$ cat config.mk
export PLATFORM = sky130hd
export DESIGN_NAME = lss_hit_reduce
export DESIGN_NICKNAME = d
export VERILOG_FILES = /design/src/hw/rtl/lss_pkg.sv /design/src/hw/rtl/lss_hit_reduce.sv
export SDC_FILE = /design/constraint.sdc
export NUM_CORES = 1
export LEC_CHECK = 0
export BUFFER_PORTS_ARGS = -buffer_cell sky130_fd_sc_hd__clkbuf_2
export CAP_MARGIN = 30
export CORE_UTILIZATION = 18
export CTS_CLUSTER_SIZE = 16
export DETAILED_ROUTE_END_ITERATION = 10
export PLACE_DENSITY = 0.85
export SETUP_SLACK_MARGIN = 0.15
export SLEW_MARGIN = 10
export SYNTH_ARGS = -nofsm -noshare
export SYNTH_HDL_FRONTEND = slang
export SYNTH_SLANG_ARGS = --single-unit
export TNS_END_PERCENT = 30
$ cat constraint.sdc
create_clock -name aclk -period 1 [get_ports aclk]
set_input_delay 0.2 -clock aclk [delete_from_list [all_inputs] [get_ports aclk]]
set_output_delay 0.2 -clock aclk [all_outputs]
set_load 0.05 [all_outputs]
$ cat src/hw/rtl/lss_pkg.sv
package lss_pkg;

    localparam int DATA_W        = 32;
    localparam int MODE_W        = 2;
    localparam int COUNT_OUT_W   = 8;
    localparam int M_TDATA_W     = 48;
    localparam int DEPTH_DEFAULT = 128;
    localparam int GROUP_W       = 16;

    typedef enum logic [MODE_W-1:0] {
        MODE_PUSH     = 2'd0,
        MODE_POP      = 2'd1,
        MODE_PEEK     = 2'd2,
        MODE_CONTAINS = 2'd3
    } mode_t;

    typedef enum logic [1:0] {
        ST_OK        = 2'd0,
        ST_OVERFLOW  = 2'd1,
        ST_UNDERFLOW = 2'd2
    } status_t;

    typedef enum logic [1:0] {
        FSM_IDLE,
        FSM_SEARCH,
        FSM_REDUCE
    } fsm_state_t;

    // Shift command broadcast to every cell of the stack row.
    typedef struct packed {
        logic push;
        logic pop;
    } cell_ctrl_t;

endpackage

$ cat src/hw/rtl/lss_hit_reduce.sv
module lss_hit_reduce #(
    parameter int DEPTH = lss_pkg::DEPTH_DEFAULT
) (
    input  logic             aclk,
    input  logic [DEPTH-1:0] hits,
    output logic             any_hit
);
    import lss_pkg::*;

    localparam int NGROUP = (DEPTH + GROUP_W - 1) / GROUP_W;
    localparam int PAD_W  = NGROUP * GROUP_W;

    logic [PAD_W-1:0]  hits_pad;
    logic [NGROUP-1:0] group_reg;
    logic [NGROUP-1:0] group_next;

    assign hits_pad = PAD_W'(hits);

    // First level: one OR per group of cells, registered.
    always_comb begin
        for (int g = 0; g < NGROUP; g++) begin
            group_next[g] = |hits_pad[g*GROUP_W +: GROUP_W];
        end
    end

    always_ff @(posedge aclk) begin
        group_reg <= group_next;
    end

    assign any_hit = |group_reg;

endmodule

# After elaboration in Yosys (flattened, before gate mapping)
# Index checks and enable logic that the tools add are counted.
# op_classes
reduce_logical,9
# op_table
operator,n
$reduce_or 16->1,8
$reduce_or 8->1,1
# word_totals
ff_bits,8
in_bits,129

# Logic depth before layout (Yosys ltp)
# logic_depth
depth_word,1
mapped_depth,2
depth_no_buf,2

# Least setup slack after synthesis
# OpenSTA, ideal clock, no wires.
# synth_path
path_kind,flip-flop to output port
startpoint,register group_reg[1]
endpoint,output any_hit
arrival_time_ns,0.855
required_time_ns,0.800
slack_ns,-0.055
stages_incl_launch_ff,3
path_cell_list,dfxtp_1 nor4_1 nand2_1
# synth_between
elab_chain_cells,1
# synth_lines
element,line_no,source
"start, declared",lss_hit_reduce.sv:14,logic [NGROUP-1:0] group_reg;
"start signal, assigned",lss_hit_reduce.sv:27,group_reg <= group_next;
$reduce_or 8->1,lss_hit_reduce.sv:30,assign any_hit = |group_reg;
"end, declared",lss_hit_reduce.sv:6,output logic any_hit
# Every way passes these cells.

# Worst setup path in the final report
# layout_path
startpoint,register group_reg[2]
endpoint,output any_hit
# Same word-level chain as after synthesis.

==> results.toml <==
[timing]
drv_slew = 0
worstMarginPinSlew_ns = 0.283
final.setup.tns_ns = -0.303
whs_ns = 0.159
max_slew_margin = 0.810
rsz0062_at_grt = "yes"
fin_crit_sh = 1.30
hold_violations = 0
setup_viol = 1
worst_slack_ns = -0.303
fmax_mhz = 767
period_needed_ns = 1.30

[synthesis]
synth.most_common_cell = "nor4_1"
synth-seq-cells = 8
synthCells = 51
ys_seq_area_frac = 0.375
synthTopCellsByArea = "nor4_1, dfxtp_1, nand4_1"
syn-num-nets = 180
synth_top_area_cell = "nor4_1"
synth_edf_count = 0
syn_area_um2 = 427
avgSynthCellArea_um2 = 8.37
yosys_most_used_dff = "dfxtp_1"
async_flop_share = 0
synth_top_cell_area_share = 0.499
ys_types = 4
synthTopCellsByCount = "nor4_1, dfxtp_1, nand4_1, nand2_1"
ys_warn_count = 0

[route]
postRouteWirelength_um = 2060
vias = 979
firstDrtPassIters = 3
wl_per_cell_um = 9.77
drc = 0
routed_via_density = 4.64
drt-initial-drc-count = 8
ant_nets = 0

[worst_setup_path]
cp.arrival_ns = 1.10
worstPathRequired_ns = 0.80
critical_path.max_fanout = 1
start_kind = "register"
path_class = "register to primary output"
endpoint_kind = "primary output"

[placement]
place_congestion = 0.688
dpl_worst_slack_ns = -0.0728
portBuffers = 129
dpl.hpwl_um = 1900

[power_and_ir_drop]
vdd_drop_max_uv = 335
p_leak_nw = 0.668
total_power_w = 0.000811
power_per_cell_area_mw_per_mm2 = 690

[clock_tree]
tritoncts = "done"
clkSinkCount = 8
cts_buffer_depth = 2
postCtsHoldBufs = 0
cts_setup_buffers = 0
clk_pin_slew_worst_paths_ns = 0.05
numCtsBuffers = 3
clockRootBuffer = "clkbuf_4"
htreeDepth = 1

[layout]
num-fill-cells = 237
areaGrowthSynthToFinish_pct = 175
largest_reg_flops = 8
utilization = 0.526
drive_above_1_share = 0.749
diodes = 0
fin_nets = 314

[floorplan]
start_util = 0.191
std_cell_rows = 17
chipHeight_um = 50.7
core_mm2 = 0.00223
dieWidth_um = 50.7
io_pins = 130
die_area_mm2 = 0.00257

[global_routing]
antenna_found_initial = 0
grt_pass1_vias = 796
grt_max_degree = 5
grt_util_all_layers = 0.149
overflow = 0
grt_pass1_wl_um = 2880

[worst_hold_path]
worstHoldPathType = "input pin to register"
min_from = "hits[46]"
min_to = "group_reg[2]"
whs_path_depth = 3

[job]
drv_cap = 0

[status]
run_status = "finished with violations"
violations = "negative setup slack"
cells by family (layout without fill, tap and decap cells):
group | Yosys count | after routing | synth area share
AND/OR/NAND/NOR | 43 | 43 | 0.625
flip-flops | 8 | 8 | 0.375
buffers and inverters | 0 | 132 | 0
how the worst max path moves through the flow:
stage,startpoint,to
CTS,group_reg[5],any_hit
detailed placement,group_reg[5],any_hit
global placement,group_reg[5],any_hit
global route,group_reg[2],any_hit
floorplan,group_reg[5],any_hit
finish,group_reg[2],any_hit
routing by layer:
layer | vias up | wire length [um] | track usage
met5 | - | 0 | 0
met4 | 0 | 22 | 0.0972
met3 | 2 | 225 | 0.0152
met2 | 70 | 1090 | 0.276
met1 | 406 | 727 | 0.159
li1 | 501 | - | -
cell usage in the layout (no fill, tap or decap), drive strengths merged:
| cell type | n |
|---|---|
| clkbuf | 131 |
| buf | 1 |
| dfxtp | 8 |
| nand2 | 1 |
| nor4 | 34 |
| nand4 | 8 |
what timing repair did:
action | 4_1_cts | 5_1_grt
resized for setup | 2 | 5
endpoints found under the hold margin | 0 | 0
pin swaps | 0 | 3
setup endpoints to repair | 1 | 1
critical path, stage by stage (launching register included):
cell,delay (ns)
dfxtp_2,0.32
nor4_4,0.28
nand2_2,0.10
buf_8,0.16
area by class of cell:
| type | count | area, um2 | share of cell area |
|---|---|---|---|
| timing repair buffer | 129 | 656 | 0.558 |
| multi-input combinational | 43 | 299 | 0.255 |
| sequential | 8 | 163 | 0.138 |
| tap | 28 | 35.0 | 0.0298 |
| clock buffer | 3 | 22.5 | 0.0192 |
power breakdown:
group | internal [W] | switching, W
Combinational | 0.000190 | 0.0000778
Sequential | 0.000320 | 0.00000000657
Clock | 0.000136 | 0.0000877
stage by stage:
stage,std cells,cell area [um2]
after floorplan,51,442
after global placement,208,1120
after detailed placement,208,1120
after CTS,211,1150
after global routing,211,1170
final,211,1170
Power figures use the tool's default switching activity.
