<file path="src/hw/rtl/lss_pkg.sv">
package lss_pkg;

    localparam int DATA_W        = 32;
    localparam int MODE_W        = 2;
    localparam int COUNT_OUT_W   = 8;
    localparam int M_TDATA_W     = 48;
    localparam int DEPTH_DEFAULT = 128;
    localparam int GROUP_W       = 16;

    typedef enum logic [MODE_W-1:0] {
        MODE_PUSH     = 2'd0,
        MODE_POP      = 2'd1,
        MODE_PEEK     = 2'd2,
        MODE_CONTAINS = 2'd3
    } mode_t;

    typedef enum logic [1:0] {
        ST_OK        = 2'd0,
        ST_OVERFLOW  = 2'd1,
        ST_UNDERFLOW = 2'd2
    } status_t;

    typedef enum logic [1:0] {
        FSM_IDLE,
        FSM_SEARCH,
        FSM_REDUCE
    } fsm_state_t;

    // Shift command broadcast to every cell of the stack row.
    typedef struct packed {
        logic push;
        logic pop;
    } cell_ctrl_t;

endpackage

</file>
<file path="src/hw/rtl/lss_cell.sv">
module lss_cell #(
    parameter int IDX   = 0,
    parameter int CNT_W = 8
) (
    input  logic                          aclk,
    input  lss_pkg::cell_ctrl_t           ctrl,
    input  logic [lss_pkg::DATA_W-1:0]    from_above,
    input  logic [lss_pkg::DATA_W-1:0]    from_below,
    input  logic [lss_pkg::DATA_W-1:0]    key,
    input  logic [CNT_W-1:0]              count,
    output logic [lss_pkg::DATA_W-1:0]    entry,
    output logic                          hit
);
    import lss_pkg::*;

    logic [DATA_W-1:0] entry_reg;
    logic [DATA_W-1:0] entry_next;
    logic              hit_reg;
    logic              hit_next;
    logic              occupied;

    // Cell IDX holds an entry while IDX is below the fill count.
    assign occupied = count > CNT_W'(IDX);

    always_comb begin
        priority if (ctrl.push) begin
            entry_next = from_above;
        end else if (ctrl.pop) begin
            entry_next = from_below;
        end else begin
            entry_next = entry_reg;
        end
    end

    assign hit_next = occupied && (entry_reg == key);

    always_ff @(posedge aclk) begin
        entry_reg <= entry_next;
        hit_reg   <= hit_next;
    end

    assign entry = entry_reg;
    assign hit   = hit_reg;

endmodule

</file>
<file path="config.mk">
export PLATFORM = sky130hd
export DESIGN_NAME = lss_cell
export DESIGN_NICKNAME = d
export VERILOG_FILES = /design/src/hw/rtl/lss_pkg.sv /design/src/hw/rtl/lss_cell.sv
export SDC_FILE = /design/constraint.sdc
export NUM_CORES = 1
export LEC_CHECK = 0
export BUFFER_PORTS_ARGS = -buffer_cell sky130_fd_sc_hd__buf_2
export CORE_UTILIZATION = 35
export CTS_BUF_LIST = sky130_fd_sc_hd__clkbuf_16
export CTS_CLUSTER_SIZE = 25
export DETAILED_ROUTE_END_ITERATION = 16
export PLACE_DENSITY = 0.76
export SLEW_MARGIN = 40
export SYNTH_ARGS = -nofsm -noshare
export SYNTH_HDL_FRONTEND = slang
export SYNTH_SLANG_ARGS = --single-unit
</file>
<file path="constraint.sdc">
create_clock -name aclk -period 1.36 [get_ports aclk]
set_input_delay 0.068 -clock aclk [delete_from_list [all_inputs] [get_ports aclk]]
set_output_delay 0.068 -clock aclk [all_outputs]
set_load 0.02 [all_outputs]
</file>
# Yosys cells after proc, flatten, opt, wreduce, memory -nomap -nowiden
# Cells that the tools add are included.
# totals
reg_bits	33
out_inout_bits	33
input_bits	107
# classes
n_mux	2
n_reduce_logical	2
order_cmp	1
n_eq_ne	1
# op_table
op	n
2-to-1 mux 32 bit	2
equality test 32 bit	1
greater-than comparator 8 x 1 -> 1 bit (second input constant)	1
nonzero test 2 bit	1
logical AND 1 bit	1

# Longest topological paths before layout
# logic_depth
depth_word	2
depth_mapped	4
depth_no_buf	4

# Least setup slack after synthesis
# No wires, ideal clock.
# synth_path
path_kind	flip-flop to flip-flop
from	register entry_reg[26], in the netlist entry[26]
to	register hit_reg, in the netlist hit
path_slack_ns	-0.086
t_arrival_ns	1.334
required_time_ns	1.248
setup_time_ns	0.112
stages_incl_launch_ff	5
cell_sequence	edfxtp_1 > xor2_1 > nor4_1 > nand3_1 > a2111oi_1
# synth_via
elab_chain_len	2
# synth_lines
element	line	source
from (decl)	lss_cell.sv:16	logic [DATA_W-1:0] entry_reg;
from (signal assigned)	lss_cell.sv:38	entry_reg <= entry_next;
equality test 32 bit	lss_cell.sv:35	assign hit_next = occupied && (entry_reg == key);
logical AND 1 bit	lss_cell.sv:35	
via hit_next	lss_cell.sv:19	logic hit_next;
to (signal assigned)	lss_cell.sv:39	hit_reg <= hit_next;
to (decl)	lss_cell.sv:18	logic hit_reg;
# The timed path passes the listed nets, and every way through them passes these cells.
# A chain may end at the register's enable or synchronous reset.

# Final worst setup path
# layout_path
from	register entry_reg[21], in the netlist entry[21]
to	register hit_reg, in the netlist hit
# The elaborated chain is that of the path after synthesis.

==> flow_summary.yaml <==
finish:
  share_of_layout_cells_above_drive_strength_1: 0.718
  largest_reg_flops: 32
  final_net_count: 372
  utilization: 0.579
  insertedDiodeCount: 0
  area.growth.synth_to_final_pct: 59.2
  layout.filler_cells: 431
setup_path:
  worst_ep_arrival_time_ns: 1.64
  path_cells: "xor2_1, nor4_1, buf_4, nand3_2, a2111oi_4"
  worst-endpoint-required_ns: 1.54
  worst_reg_to_reg_setup_slack_ns: -0.10
  worst-setup-path-type: "reg -> reg"
  crit_buf_inv: 1
  gate_family_responsible_for_the_most_delay_along_the_worst_path: "flip-flops"
  critical_path_slowest_stage_cell: "sky130_fd_sc_hd__edfxtp_1"
  max_stage_delay_ns: 0.40
  worstSetupEndpointType: "flop"
  worst-path-max-fanout: 2
  critPathLaunchType: "flop"
synthesis:
  synth-async-reset-ratio: 0
  post_synth.cell_area_avg_um2: 15.0
  synth_largest_area_cell: "sky130_fd_sc_hd__edfxtp_1"
  syn-instance-count: 115
  synthMuxAreaShare: 0.208
  synth_compound_area_frac: 0.00578
  synth_flop_cell: "sky130_fd_sc_hd__edfxtp_1"
  combinational_family_with_the_most_area_after_synthesis: "multiplexers"
  synthDistinctLibCells: 12
  synth_adder_area_share: 0
  synthesis.yosys.warnings: 0
  ys_top_cells_by_area: "sky130_fd_sc_hd__edfxtp_1 (56%), sky130_fd_sc_hd__mux2_2 (21%), sky130_fd_sc_hd__xor2_1 (14%), sky130_fd_sc_hd__nor4_1 (3.3%), sky130_fd_sc_hd__xnor2_1 (2.0%)"
  synthesis.area_um2: 1730
  synth.cells.most_frequent: "sky130_fd_sc_hd__edfxtp_1 (32), sky130_fd_sc_hd__mux2_2 (32), sky130_fd_sc_hd__xor2_1 (28), sky130_fd_sc_hd__nor4_1 (9), sky130_fd_sc_hd__xnor2_1 (4)"
  postSynthNetCount: 222
  ys_seq_elements: 33
  synth-seq-area-share: 0.567
  yosys.area_share.xor_xnor: 0.162
  synth_enable_flop_cells: 32
  synthSimpleGateAreaFrac: 0.0463
  synth_top_area_frac: 0.555
sta:
  timing.final.crit_period_ns: 1.46
  rsz0062_at_grt: "true"
  final.hold.worst_slack_ns: 0.0917
  setup_viol: 1
  postLayoutSetupSlackWorst_ns: -0.102
  timing.final.crit_share: 1.07
  tightestPinTransition_ns: 0.758
  fmax_mhz: 684
  fin_worst_skew_ns: 0.00445
  maxSlewHeadroom: 0.495
  max_slew_violation_count: 0
  fin_tns_setup_ns: -0.102
  hold_violations: 0
clocking:
  cts_tree: "built"
  cts_max_level: 2
  clock-sinks: 33
  clk-insertion-delay-late_ns: 0.28
  post_cts_setup_bufs: 0
  clkTransAtPathRegs_ns: 0.05
  clk_root_buffer_cell: "sky130_fd_sc_hd__clkbuf_16"
  cts.path.max_buffers: 2
  cts_buffer_count: 5
detailed_routing:
  via_count: 1495
  avgRoutedWirePerCell_um: 13.6
  dr.first_iter.drc_count: 48
  firstDrtPassIters: 4
  drc: 0
  routed_wl_mm: 4.54
  ant_nets: 0
  avgViaCountPerCell: 4.49
global_route:
  gr-usage-all-layers: 0.169
  antenna_found_initial: 0
  grt_first_pass_wirelength_mm: 6.44
  grt_pass1_vias: 1439
  pin_count_of_the_biggest_net_entering_global_routing: 33
  global_route_total_overflow: 0
power:
  power.ir.vdd_worst_mv: 0.718
  leakage_nw: 1.27
  cellPowerDensity_nw_per_um2: 1180
floorplan:
  core_area_um2: 4750
  die_y_um: 72.3
  die_width_um: 72.3
  io_pins: 140
  die-area_um2: 5230
  site_row_count: 25
  start_util: 0.364
worst_hold_path:
  timing.hold.worst.class: "in -> reg"
run_status:
  failed_checks: "setup timing"
  status: "complete, but fails checks"
placed_design:
  pre_cts_slack_ns: -0.184
  gpl.final_weighted_congestion: 0.678
  io_buffer_count: 139
flow_run:
  drv_cap: 0
==> placed cells by master, fill, tap and decap left out, drive strengths merged <==
cell type  count
or2            1
dfxtp          1
nor4           9
xnor2          4
a2111oi        1
nand3          1
buf          147
inv            1
mux2          32
nand4          2
clkbuf         5
xor2          28
edfxtp        32
clkinv         1
bufinv         1
==> what timing repair did <==
item	4_1_cts	5_1_grt
hold buffers	0	0
endpoints found under the setup margin	1	1
pin swaps	5	1
resized for setup	4	2
==> power breakdown <==
group          switching, mW  internal [mW]  total [mW]
Combinational          0.358          0.344       0.701
Clock                  0.396          0.850        1.25
Sequential            0.0677           1.25        1.32
Total                  0.821           2.44        3.26
==> per-stage QoR <==
stage	total power, mW	instance area, um2	cells
4_1_cts	3.29	2740	333
3_3_place_gp	2.01	2550	325
5_1_grt	3.40	2760	333
6_report	3.26	2760	333
3_5_place_dp	2.02	2550	325
2_1_floorplan	1.69	1730	115
==> final cells by class <==
| type | count | area (um2) | area share |
|---|---|---|---|
| Clock buffer | 5 | 125 | 0.0454 |
| Clock inverter | 3 | 37.5 | 0.0136 |
| Multi-Input combinational cell | 78 | 772 | 0.280 |
| Sequential cell | 33 | 981 | 0.356 |
| Tap cell | 67 | 83.8 | 0.0304 |
| Timing Repair Buffer | 147 | 756 | 0.274 |
==> worst paths after layout <==
path | startpoint | endpoint | depth (start not counted)
max | entry[21] | hit | 5
min | from_above[25] | entry[25] | 2
max reg2reg | entry[21] | hit | 5
min reg2reg | entry[14] | hit | 3
==> metal layers <==
layer | wire length [um] | GRT usage
met1 | 1680 | 0.183
met2 | 2440 | 0.306
met3 | 329 | 0.0514
met4 | 85 | 0.0654
met5 | 0 | 0
==> cell families after synthesis <==
logic type,count (synthesis)
AOI/OAI and AO/OA,1
xor gates and xnor gates,32
buffers and inverters,4
DFF,33
muxes,32
and+or+nand+nor,13
Note: power is estimated with default switching activity, not from simulation.
